### src/hdl/srtf_job_scheduler_macros.svh
// assertion macros for the srtf job scheduler
// used by the top level only, needs clk and rst_n in scope
`ifndef SRTF_JOB_SCHEDULER_MACROS_SVH
`define SRTF_JOB_SCHEDULER_MACROS_SVH

// checked only while out of reset
`define SRTF_ASSERT(lbl, prop, msg) \
  lbl: assert property (@(posedge clk) disable iff (!rst_n) prop) else $error(msg);

// checked on every edge, reset included
`define SRTF_ASSERT_ALWAYS(lbl, prop, msg) \
  lbl: assert property (@(posedge clk) prop) else $error(msg);

`endif

### src/hdl/srtf_pkg.sv
// shared types and constants for the srtf job scheduler
// no dependencies
`timescale 1ns / 1ps
`default_nettype none

package srtf_pkg;

  localparam int SLOTS_DEF = 16;

  localparam logic [1:0] KIND_CLEAR = 2'd0;
  localparam logic [1:0] KIND_ADD   = 2'd1;
  localparam logic [1:0] KIND_TICK  = 2'd2;

  localparam logic [1:0] STAT_OK     = 2'd0;
  localparam logic [1:0] STAT_IDLE   = 2'd1;
  localparam logic [1:0] STAT_FULL   = 2'd2;
  localparam logic [1:0] STAT_ZERO   = 2'd3;

  localparam logic [31:0] TIME_MAX = 32'hFFFF_FFFF;
  localparam logic [39:0] SUM_MAX  = 40'hFF_FFFF_FFFF;

  typedef enum logic [2:0] {
    ST_IDLE,
    ST_SCAN,
    ST_DECIDE,
    ST_WAITC,
    ST_SUMS,
    ST_RESULT
  } state_t;

  typedef struct packed {
    logic [15:0] arrival;
    logic [15:0] burst;
    logic [15:0] remaining;
  } slot_t;

  typedef struct packed {
    logic clr;
    logic vld;
  } pick_ctl_t;

endpackage

`default_nettype wire

### src/hdl/srtf_pick.sv
// shared compare unit: keeps the best eligible slot seen during a scan
// depends on srtf_pkg
`timescale 1ns / 1ps
`default_nettype none

module srtf_pick #(
  parameter int IW = 4
) (
  input  wire logic              clk,
  input  wire logic              rst_n,
  input  wire srtf_pkg::pick_ctl_t ctl,
  input  wire logic [IW-1:0]     cand_idx,
  input  wire srtf_pkg::slot_t   cand,
  input  wire logic [31:0]       clock_time,
  output logic                   found,
  output logic [IW-1:0]          best_idx,
  output srtf_pkg::slot_t        best
);
  import srtf_pkg::*;

  logic          found_r, found_nxt;
  logic [IW-1:0] best_idx_r;
  slot_t         best_r;
  logic          eligible;
  logic          better;
  logic          take;

  always_comb begin
    eligible = ({16'd0, cand.arrival} <= clock_time) && (cand.remaining != 16'd0);
    better   = !found_r
            || (cand.remaining < best_r.remaining)
            || ((cand.remaining == best_r.remaining) && (cand.arrival < best_r.arrival));
    take     = ctl.vld && eligible && better;
    if (ctl.clr) begin
      found_nxt = 1'b0;
    end else if (take) begin
      found_nxt = 1'b1;
    end else begin
      found_nxt = found_r;
    end
  end

  always_ff @(posedge clk) begin
    if (!rst_n) begin
      found_r <= 1'b0;
    end else begin
      found_r <= found_nxt;
    end
  end

  always_ff @(posedge clk) begin
    if (take && !ctl.clr) begin
      best_idx_r <= cand_idx;
      best_r     <= cand;
    end
  end

  assign found    = found_r;
  assign best_idx = best_idx_r;
  assign best     = best_r;

endmodule

`default_nettype wire

### src/hdl/srtf_job_scheduler.sv
// Preemptive shortest-remaining-time-first scheduler with a job table of SLOTS entries.
// A clear or add beat goes from idle to the result state; a tick beat scans the table,
// reading one table entry per cycle from the one-read, one-write slot memory through
// one shared compare unit, then decides; when the chosen job finishes, the completion
// arithmetic runs in the WAITC and SUMS states. The result state waits while the output
// register holds a result not yet taken. The input is not ready while a beat is in work;
// a finished result waits in the output register while the next beat is taken. No clearing pass.
// depends on srtf_pkg, srtf_pick and srtf_job_scheduler_macros.svh
`timescale 1ns / 1ps
`default_nettype none

module srtf_job_scheduler #(
  parameter int SLOTS = srtf_pkg::SLOTS_DEF
) (
  input  wire logic        clk,
  input  wire logic        rst_n,
  input  wire logic        in_valid,
  output logic             in_ready,
  input  wire logic [1:0]  in_kind,
  input  wire logic [15:0] in_arrival,
  input  wire logic [15:0] in_burst,
  output logic             out_valid,
  input  wire logic        out_ready,
  output logic [1:0]       out_status,
  output logic [4:0]       out_job_id,
  output logic             out_job_finished,
  output logic [31:0]      out_turnaround,
  output logic [31:0]      out_waiting,
  output logic [31:0]      out_time_now,
  output logic [4:0]       out_done_count,
  output logic             out_all_done,
  output logic [39:0]      out_waiting_sum,
  output logic [39:0]      out_turnaround_sum
);
  import srtf_pkg::*;
  `include "srtf_job_scheduler_macros.svh"

  localparam int IW = $clog2(SLOTS);
  localparam int CW = $clog2(SLOTS + 1);
  localparam logic [CW-1:0] FULL = CW'(SLOTS);

  state_t        state_r, state_nxt;
  logic [CW-1:0] issue_idx_r, issue_idx_nxt;
  logic          rd_vld_r;
  logic [IW-1:0] rd_idx_r;
  slot_t         rd_data_r;
  logic [CW-1:0] jobs_stored_r, jobs_stored_nxt;
  logic [CW-1:0] jobs_completed_r, jobs_completed_nxt;
  logic [31:0]   clock_time_r, clock_time_nxt;
  logic [39:0]   total_wait_r, total_wait_nxt;
  logic [39:0]   total_turn_r, total_turn_nxt;

  logic [1:0]    res_status_r, res_status_nxt;
  logic [4:0]    res_id_r, res_id_nxt;
  logic          res_fin_r, res_fin_nxt;
  logic [31:0]   res_turn_r, res_turn_nxt;
  logic [31:0]   res_wait_r, res_wait_nxt;
  logic [31:0]   res_now_r, res_now_nxt;

  logic          out_valid_r, out_valid_nxt;
  logic [1:0]    out_status_r;
  logic [4:0]    out_job_id_r;
  logic          out_job_finished_r;
  logic [31:0]   out_turnaround_r, out_waiting_r, out_time_now_r;
  logic [4:0]    out_done_count_r;
  logic          out_all_done_r;
  logic [39:0]   out_waiting_sum_r, out_turnaround_sum_r;
  logic          out_load;

  slot_t         mem [SLOTS];
  logic          mem_we;
  logic [IW-1:0] mem_waddr;
  slot_t         mem_wdata;
  logic [IW-1:0] rd_addr;
  logic          issuing;

  pick_ctl_t     pick_ctl;
  logic          pick_found;
  logic [IW-1:0] pick_idx;
  slot_t         pick_best;

  logic [31:0]   clock_inc;
  logic [40:0]   wait_acc, turn_acc;

  srtf_pick #(.IW(IW)) u_pick (
    .clk        (clk),
    .rst_n      (rst_n),
    .ctl        (pick_ctl),
    .cand_idx   (rd_idx_r),
    .cand       (rd_data_r),
    .clock_time (clock_time_r),
    .found      (pick_found),
    .best_idx   (pick_idx),
    .best       (pick_best)
  );

  assign in_ready = (state_r == ST_IDLE);
  assign issuing  = (state_r == ST_SCAN) && (issue_idx_r < jobs_stored_r);
  assign rd_addr  = issue_idx_r[IW-1:0];
  assign clock_inc = (clock_time_r == TIME_MAX) ? clock_time_r : clock_time_r + 32'd1;
  assign wait_acc = {1'b0, total_wait_r} + {9'd0, res_wait_r};
  assign turn_acc = {1'b0, total_turn_r} + {9'd0, res_turn_r};

  always_comb begin
    state_nxt          = state_r;
    issue_idx_nxt      = issue_idx_r;
    jobs_stored_nxt    = jobs_stored_r;
    jobs_completed_nxt = jobs_completed_r;
    clock_time_nxt     = clock_time_r;
    total_wait_nxt     = total_wait_r;
    total_turn_nxt     = total_turn_r;
    res_status_nxt     = res_status_r;
    res_id_nxt         = res_id_r;
    res_fin_nxt        = res_fin_r;
    res_turn_nxt       = res_turn_r;
    res_wait_nxt       = res_wait_r;
    res_now_nxt        = res_now_r;
    out_valid_nxt      = out_valid_r && !out_ready;
    out_load           = 1'b0;
    mem_we             = 1'b0;
    mem_waddr          = jobs_stored_r[IW-1:0];
    mem_wdata          = '{arrival: in_arrival, burst: in_burst, remaining: in_burst};
    pick_ctl           = '{clr: 1'b0, vld: rd_vld_r};

    case (state_r)
      ST_IDLE: begin
        if (in_valid) begin
          res_status_nxt = STAT_OK;
          res_id_nxt     = 5'd0;
          res_fin_nxt    = 1'b0;
          res_turn_nxt   = 32'd0;
          res_wait_nxt   = 32'd0;
          res_now_nxt    = clock_time_r;
          case (in_kind)
            KIND_CLEAR: begin
              jobs_stored_nxt    = '0;
              jobs_completed_nxt = '0;
              clock_time_nxt     = 32'd0;
              total_wait_nxt     = 40'd0;
              total_turn_nxt     = 40'd0;
              res_now_nxt        = 32'd0;
              state_nxt          = ST_RESULT;
            end
            KIND_ADD: begin
              if (jobs_stored_r >= FULL) begin
                res_status_nxt = STAT_FULL;
              end else if (in_burst == 16'd0) begin
                res_status_nxt = STAT_ZERO;
              end else begin
                mem_we          = 1'b1;
                jobs_stored_nxt = jobs_stored_r + CW'(1);
                res_id_nxt      = 5'({1'b0, jobs_stored_r[IW-1:0]} + (IW+1)'(1));
              end
              state_nxt = ST_RESULT;
            end
            KIND_TICK: begin
              issue_idx_nxt = '0;
              pick_ctl.clr  = 1'b1;
              state_nxt     = ST_SCAN;
            end
            default: begin
            end
          endcase
        end
      end
      ST_SCAN: begin
        if (issuing) begin
          issue_idx_nxt = issue_idx_r + CW'(1);
        end else if (!rd_vld_r) begin
          state_nxt = ST_DECIDE;
        end
      end
      ST_DECIDE: begin
        clock_time_nxt = clock_inc;
        if (!pick_found) begin
          res_status_nxt = STAT_IDLE;
          state_nxt      = ST_RESULT;
        end else begin
          mem_we     = 1'b1;
          mem_waddr  = pick_idx;
          mem_wdata  = '{arrival: pick_best.arrival, burst: pick_best.burst,
                         remaining: pick_best.remaining - 16'd1};
          res_id_nxt = 5'({1'b0, pick_idx} + (IW+1)'(1));
          if (pick_best.remaining == 16'd1) begin
            res_fin_nxt  = 1'b1;
            res_turn_nxt = clock_inc - {16'd0, pick_best.arrival};
            state_nxt    = ST_WAITC;
          end else begin
            state_nxt = ST_RESULT;
          end
        end
      end
      ST_WAITC: begin
        res_wait_nxt = (res_turn_r > {16'd0, pick_best.burst})
                     ? res_turn_r - {16'd0, pick_best.burst} : 32'd0;
        jobs_completed_nxt = jobs_completed_r + CW'(1);
        state_nxt = ST_SUMS;
      end
      ST_SUMS: begin
        total_wait_nxt = wait_acc[40] ? SUM_MAX : wait_acc[39:0];
        total_turn_nxt = turn_acc[40] ? SUM_MAX : turn_acc[39:0];
        state_nxt      = ST_RESULT;
      end
      ST_RESULT: begin
        if (!out_valid_r || out_ready) begin
          out_load      = 1'b1;
          out_valid_nxt = 1'b1;
          state_nxt     = ST_IDLE;
        end
      end
      default: begin
        state_nxt = ST_IDLE;
      end
    endcase
  end

  always_ff @(posedge clk) begin
    if (!rst_n) begin
      state_r          <= ST_IDLE;
      issue_idx_r      <= '0;
      rd_vld_r         <= 1'b0;
      jobs_stored_r    <= '0;
      jobs_completed_r <= '0;
      clock_time_r     <= 32'd0;
      total_wait_r     <= 40'd0;
      total_turn_r     <= 40'd0;
      out_valid_r      <= 1'b0;
    end else begin
      state_r          <= state_nxt;
      issue_idx_r      <= issue_idx_nxt;
      rd_vld_r         <= issuing;
      jobs_stored_r    <= jobs_stored_nxt;
      jobs_completed_r <= jobs_completed_nxt;
      clock_time_r     <= clock_time_nxt;
      total_wait_r     <= total_wait_nxt;
      total_turn_r     <= total_turn_nxt;
      out_valid_r      <= out_valid_nxt;
    end
  end

  always_ff @(posedge clk) begin
    res_status_r <= res_status_nxt;
    res_id_r     <= res_id_nxt;
    res_fin_r    <= res_fin_nxt;
    res_turn_r   <= res_turn_nxt;
    res_wait_r   <= res_wait_nxt;
    res_now_r    <= res_now_nxt;
    rd_idx_r     <= rd_addr;
    rd_data_r    <= mem[rd_addr];
    if (mem_we) begin
      mem[mem_waddr] <= mem_wdata;
    end
    if (out_load) begin
      out_status_r         <= res_status_r;
      out_job_id_r         <= res_id_r;
      out_job_finished_r   <= res_fin_r;
      out_turnaround_r     <= res_turn_r;
      out_waiting_r        <= res_wait_r;
      out_time_now_r       <= res_now_r;
      out_done_count_r     <= 5'(jobs_completed_r);
      out_all_done_r       <= (jobs_completed_r == jobs_stored_r);
      out_waiting_sum_r    <= total_wait_r;
      out_turnaround_sum_r <= total_turn_r;
    end
  end

  assign out_valid          = out_valid_r;
  assign out_status         = out_status_r;
  assign out_job_id         = out_job_id_r;
  assign out_job_finished   = out_job_finished_r;
  assign out_turnaround     = out_turnaround_r;
  assign out_waiting        = out_waiting_r;
  assign out_time_now       = out_time_now_r;
  assign out_done_count     = out_done_count_r;
  assign out_all_done       = out_all_done_r;
  assign out_waiting_sum    = out_waiting_sum_r;
  assign out_turnaround_sum = out_turnaround_sum_r;

  // completed jobs never outnumber stored ones
  `SRTF_ASSERT_ALWAYS(a_done_le_stored, !rst_n || jobs_completed_r <= jobs_stored_r, "done > stored")
  // a tick beat starts a scan
  `SRTF_ASSERT(a_tick_scans, in_valid && in_ready && in_kind == KIND_TICK |=> state_r == ST_SCAN, "no scan")
  // the chosen job still has work left
  `SRTF_ASSERT(a_pick_live, state_r == ST_DECIDE && pick_found |-> pick_best.remaining != 16'd0, "dead pick")
  // a tick always leaves time nonzero
  `SRTF_ASSERT(a_time_moves, state_r == ST_DECIDE |=> clock_time_r != 32'd0, "time did not advance")

endmodule

`default_nettype wire
### config.mk
export PLATFORM = sky130hd
export DESIGN_NAME = srtf_job_scheduler
export DESIGN_NICKNAME = d
export VERILOG_FILES = /design/src/hdl/srtf_pkg.sv /design/src/hdl/srtf_pick.sv /design/src/hdl/srtf_job_scheduler.sv
export VERILOG_INCLUDE_DIRS = /design/src /design/src/hdl
export SDC_FILE = /design/constraint.sdc
export NUM_CORES = 2
export LEC_CHECK = 0
export CAP_MARGIN = 20
export CORE_MARGIN = 2
export CORE_UTILIZATION = 57
export CTS_BUF_LIST = sky130_fd_sc_hd__clkbuf_8 sky130_fd_sc_hd__clkbuf_16
export DETAILED_ROUTE_END_ITERATION = 10
export DONT_BUFFER_PORTS = 1
export PLACE_DENSITY = 0.86
export SKIP_LAST_GASP = 1
export SYNTH_ARGS = -nofsm -noshare
export SYNTH_HDL_FRONTEND = slang
export SYNTH_SLANG_ARGS = --single-unit
### constraint.sdc
create_clock -name clk -period 9.3 [get_ports clk]
set_clock_uncertainty 0.2 [all_clocks]
set_input_delay 0.93 -clock clk [delete_from_list [all_inputs] [get_ports clk]]
set_output_delay 0.93 -clock clk [all_outputs]
set_load 0.01 [all_outputs]
* After elaboration in Yosys (flattened, before gate mapping)
Memory sizes are Yosys's and may differ from the RTL's. A register that Yosys moved wholly into a read port is not among the register bits. Cells that the tools add are included.
Storage, ports and cells: logic and storage cells 179, memories 1, RAM bits 768, input port bits 38, register bits 483, output and inout bits 192
Operators by class: add/sub/neg operators 11, reductions and logical operators 36, magnitude comparators 6, bitwise logic cells 1, equality and inequality tests 24, mux-type cells 69
Memory list:
- mem | words 16, width 48, read ports 1, clocked after Yosys merged registers in 1, write ports 1, line srtf_job_scheduler.sv:70 | slot_t mem [SLOTS];
Operators by type and width (count):
- $mux 32 | 7
- $pmux 32 s2 | 3
- $mux 40 | 4
- $pmux 40 s2 | 2
- $mux 48 | 2
- $add 40x32->41 | 2
- $sub 32x16->32 | 2
- $mux 5 | 12
- $pmux 5 s2 | 4
- $add 32x1->32 const B | 1
- $eq 32x32->1 const B | 1
- $gt 32x16->1 | 1
- $le 16x32->1 | 1
- $lt 16x16->1 | 2
- $mux 3 | 6
- $ne 2x2->1 const B | 9
- $pmux 3 s6 | 1
- $mux 1 | 17
- $eq 16x1->1 const B | 1
- $eq 16x16->1 | 1
- $logic_not 16->1 | 1
- $reduce_bool 16->1 | 1
- $sub 16x1->16 const B | 1
- $add 5x1->5 const B | 3
- 28 further kinds | 62

* Longest topological paths before layout
depth after elaboration 8, depth in mapped cells 21, gate-level depth less buffers 18

* Modules after synthesis
Synthesis repeated with hierarchy kept, for this count alone.
Unflattened totals: cells, all modules 3582, area, all modules 54860.1 um2
Modules (own cells, without submodules):
- srtf_job_scheduler | times used 1, sequential area each 35574.1 um2, area an instance 51992.4 um2, cells an instance 3349
- srtf_pick | times used 1, sequential area each 1581.5 um2, area an instance 2867.8 um2, cells an instance 233

* Least setup slack after synthesis
Ideal clock, no wire load.
kind input to register, start point input out_ready, end point register out_all_done_r, in the netlist out_all_done (enable), path buffers 0, slack -0.483 ns, library setup time 0.744 ns, cell stages on the path 2, arrival 8.839 ns, data required time 8.356 ns, cell sequence nor2b_1 > nor2_1
On the way: cells in the longest elaborated chain, start to end 3
RTL lines:
- start, declared | line srtf_job_scheduler.sv:23 | input wire logic out_ready,
- $logic_or 1x1->1 | line srtf_job_scheduler.sv:205 | if (!out_valid_r || out_ready) begin
- $mux 1 | line srtf_job_scheduler.sv:205
- $mux 1 | line srtf_job_scheduler.sv:125 | case (state_r)
- via out_load | line srtf_job_scheduler.sv:68 | logic out_load;
- end signal, assigned | line srtf_job_scheduler.sv:261 | out_all_done_r <= (jobs_completed_r == jobs_stored_r);
- end, declared | line srtf_job_scheduler.sv:66 | logic out_all_done_r;
The timed path passes the listed nets, and every way through them passes these cells. A chain may end at the register's enable or synchronous reset.

* Worst setup path after layout
start point register clock_time_r[6], end point register res_turn_r[29], data pin
On the way: cells in the longest elaborated chain, start to end 6, elaborated cells on any way between the ends 7, those cells by class add/sub: 2; eq/ne: 1; mux: 4
RTL lines:
- start, declared | line srtf_job_scheduler.sv:49 | logic [31:0] clock_time_r, clock_time_nxt;
- start signal, assigned | line srtf_job_scheduler.sv:234 | clock_time_r <= clock_time_nxt;
- $add 32x1->32 / $eq 32x32->1 (equally long branches) | line srtf_job_scheduler.sv:100 | assign clock_inc = (clock_time_r == TIME_MAX) ? clock_time_r : clock_time_r + 32'd1;
- $mux 32 * | line srtf_job_scheduler.sv:100
- $sub 32x16->32 * | line srtf_job_scheduler.sv:186 | res_turn_nxt = clock_inc - {16'd0, pick_best.arrival};
- $mux 32 * | line srtf_job_scheduler.sv:184 | if (pick_best.remaining == 16'd1) begin
- $mux 32 * | line srtf_job_scheduler.sv:175 | if (!pick_found) begin
- $pmux 32 s2 * | line srtf_job_scheduler.sv:125
- end signal, assigned | line srtf_job_scheduler.sv:245 | res_turn_r <= res_turn_nxt;
- end, declared | line srtf_job_scheduler.sv:56 | logic [31:0] res_turn_r, res_turn_nxt;
Mark *: on every way between the ends. The rest lies on a longest branch, timed or not. The select of a mux whose other input is x is not followed.

==> metrics.txt <==
clock buffer depth 3; post-CTS setup buffer count 0; dpl cell area 56360 um2; root buf cell clkbuf_16; Worst Hold Path Cells 1; Final Instance Area 60770 um2; Final setup viols 0; Detailed Route WL 145900 um; max-slew violations 0; WS Path Type reg2reg; CP max stage delay between 0.7 and 0.8 ns; Synth Flop Type edfxtp_1; Yosys warnings 0; reg2reg end res_turn_r[29]$_SDFFCE_PN0P_; Clk pwr share 36.4%; # nets final 3795; die height 313.0 um; Req. time, crit path 9.56 ns; crit path DAT 6.17 ns; most frequent cell after synthesis edfxtp_1; Final Instance Count excl. Fillers 4976; die extent in x 313.0 um; I/O Pins 230; Syn Std Cell Area approximately 54000 um2; Syn Area/Cell about 16 um2; initial antenna violation count 14; dpl hpwl roughly 87000 um; layout cells sized above 1 between 10% and 20%; vias in the first global route 32.30k; net switching power slightly below 4 mW; Synthesized Nets 3707; worst path cell trace nand3_2, nor4_1, nand4_1, or2_2, and3_1, xnor2_1, ha_1, a21o_1, nor3_1, a21oi_1, a211o_1, o311ai_0, or2b_1, or3_4, nor2_1, xor2_1, nor2_1; Worst Hold Endpoint clock_time_r[25]$_SDFFE_PN0P_; r2r startpoint clock_time_r[6]$_SDFFE_PN0P_; Critical Path End Type register; status completed; Max Cap Viol 0; Final TNS setup 0 ns; HP Start rst_n; GRT Overall Usage 29.79%; Die Area 97980 um2; total core area 94870 um2; Slew @ Worst Pin 1.175 ns; WL per Instance 29.32 um; Worst Hold Class in2reg; fillers approximately 6.3k; Port Buf Inserts 0; Final Cycle Share 63.47%; first-pass GRT wire length 213000 um; sequential share of the synthesized area 68.27%; worst-path maximum fanout 7; vias per std cell 6.564; largest net degree at the start of global routing 191; Most common cell on crit path nor2_1; 1st-iter DRT viols 4460; Hold Vio Cnt, Final 0; Net Sw Frac 26.56%; Final Wtd Congestion 0.9486; Final ANT Viol Nets 0; drt first pass iters 6; grt total ovfl 0; RSZ-0062 raised after global routing false; fmax around 170 MHz; Post-synth EDFFs 1114; post-CTS sizing 0; Seq pwr share 49.2%; Clk Latency, worst-skew pair ~0.76 ns; Comb pwr share 14.4%; PwrDens 240.2 nW/um2; DRC errors left 0; Mapped Cells ~3.5k; R2R depth 17; asr flop ratio synth 0%; Max IR drop VDD 0.2550 mV; Pint 10.72 mW; area delta synth->final 11.65%; footprint of the multi-input gates 16530 um2; share of the synthesized area in the top cell type approximately three fifths; Leak 20.92 nW; Reg area 37170 um2; via count 32.66k; R2R setup slack 3.40 ns; Slew HR 21.67%; Yosys cell types 77; CTS tree yes; Starting Density 57.37%; CTS H-Tree Depth 4; FF+latch count, synth 1299; clock buffers created by TritonCTS 130; CP max-delay cell nor4_1; Tmin final about 6 ns; top cells by area, synth edfxtp_1, mux4_2, dfxtp_1; Synth top cells by count edfxtp_1, nand2_1, mux4_2, nor2_1, o21ai_0; Synth area leader edfxtp_1; clock sink count approximately 1.3k; clock transition at the registers of the reported paths ~0.07 ns; Rows 113; Worst Setup Start Kind register; CTS Hold Bufs 0; Cells after DPL around 4.7k
## registers in the layout, indices dropped and copies added, names as in the netlist, 32 cells and up
name	count
out_time_now	32
res_wait_r	32
out_turnaround	32
out_waiting_sum	40
out_waiting	32
res_now_r	32
total_wait_r	40
out_turnaround_sum	40
mem	768
u_pick.best	48
rd_data_r	48
res_turn_r	32
total_turn_r	40
clock_time_r	32
## kinds of logic (layout without fill, tap and decap cells)
kind of cell	count (synthesis)	count (layout)	share of synthesized area, %
DFF	1299	1299	68.27
and+or+nand+nor	826	826	7.170
AOI/OAI and AO/OA	580	580	6.598
muxes	246	246	10.05
buffers and inverters	243	438	1.683
adders and majority gates	159	159	3.710
xor gates and xnor gates	157	157	2.526
other	0	6	0
## metal layers
layer  vias to the layer above  GRT usage (%)  wire [um]
met5                         -              0         85
met4                        12          13.88       6903
met3                       473          8.767      17450
met2                      2187          48.40      71020
met1                     16180          37.09      50440
li1                      13810              -          -
## cell type report
cell class	instances	share of cell area (%)
Sequential cell	1299	61.16
Multi-Input combinational cell	1968	27.19
Clock buffer	147	5.812
Tap cell	1265	2.605
Clock inverter	92	1.330
Timing Repair Buffer	99	1.252
Inverter	100	0.6177
Antenna cell	6	0.02471
## worst max-delay path by stage
stage	from	to	slack, ns	depth (start not counted)
final	clock_time_r[6]$_SDFFE_PN0P_	res_turn_r[29]$_SDFFCE_PN0P_	3.40	17
after global routing	clock_time_r[6]$_SDFFE_PN0P_	res_turn_r[29]$_SDFFCE_PN0P_	3.02	17
after CTS	clock_time_r[6]$_SDFFE_PN0P_	res_turn_r[29]$_SDFFCE_PN0P_	3.49	17
after detailed placement	clock_time_r[6]$_SDFFE_PN0P_	res_turn_r[29]$_SDFFCE_PN0P_	3.51	17
after global placement	clock_time_r[6]$_SDFFE_PN0P_	res_turn_r[29]$_SDFFCE_PN0P_	3.61	18
after floorplan	out_ready	out_all_done$_DFFE_PP_	2.69	2
## through the flow
stage / power, mW / hold WS [ns] / utilization, % / setup WS, ns
CTS: 14.61 / 0.06746 / 63.98 / 3.490
global placement: 9.250 / 0.1859 / 59.36 / 3.608
global route: 15.03 / 0.07930 / 64.05 / 3.019
detailed placement: 9.333 / 0.1887 / 59.41 / 3.514
floorplan: 8.673 / 0.1540 / - / 2.690
finish: 14.59 / 0.1076 / 64.05 / 3.397
## worst max-delay path, delay by kind of cell, from the launching register on
kind	cells	cell delay [ns]
xor+xnor	2	0.33
flops	1	0.45
simple gates	10	3.13
compound gates	4	1.16
fa+ha+maj	1	0.34
## cells in the final DEF (no fill, tap or decap), types with 65 or more instances in the layout
cell type and n:
nor2_1 211, mux4_2 240, inv_1 130, nand2_1 251
edfxtp_1 1114, dfxtp_1 181, ha_1 155, o21ai_0 193
xnor2_1 104, nand3_1 65, buf_4 93, clkbuf_16 134
a21oi_1 140
## power by group through the flow
stage | combinational (mW) | clock [mW] | sequential (mW)
after CTS | 2.09 | 5.35 | 7.17
final | 2.11 | 5.31 | 7.17
after global routing | 2.29 | 5.55 | 7.19
after global placement | 1.98 | 0 | 7.27
after detailed placement | 2.05 | 0 | 7.29
after floorplan | 1.62 | 0 | 7.05
No activity file was read; power rests on OpenSTA's default activity.
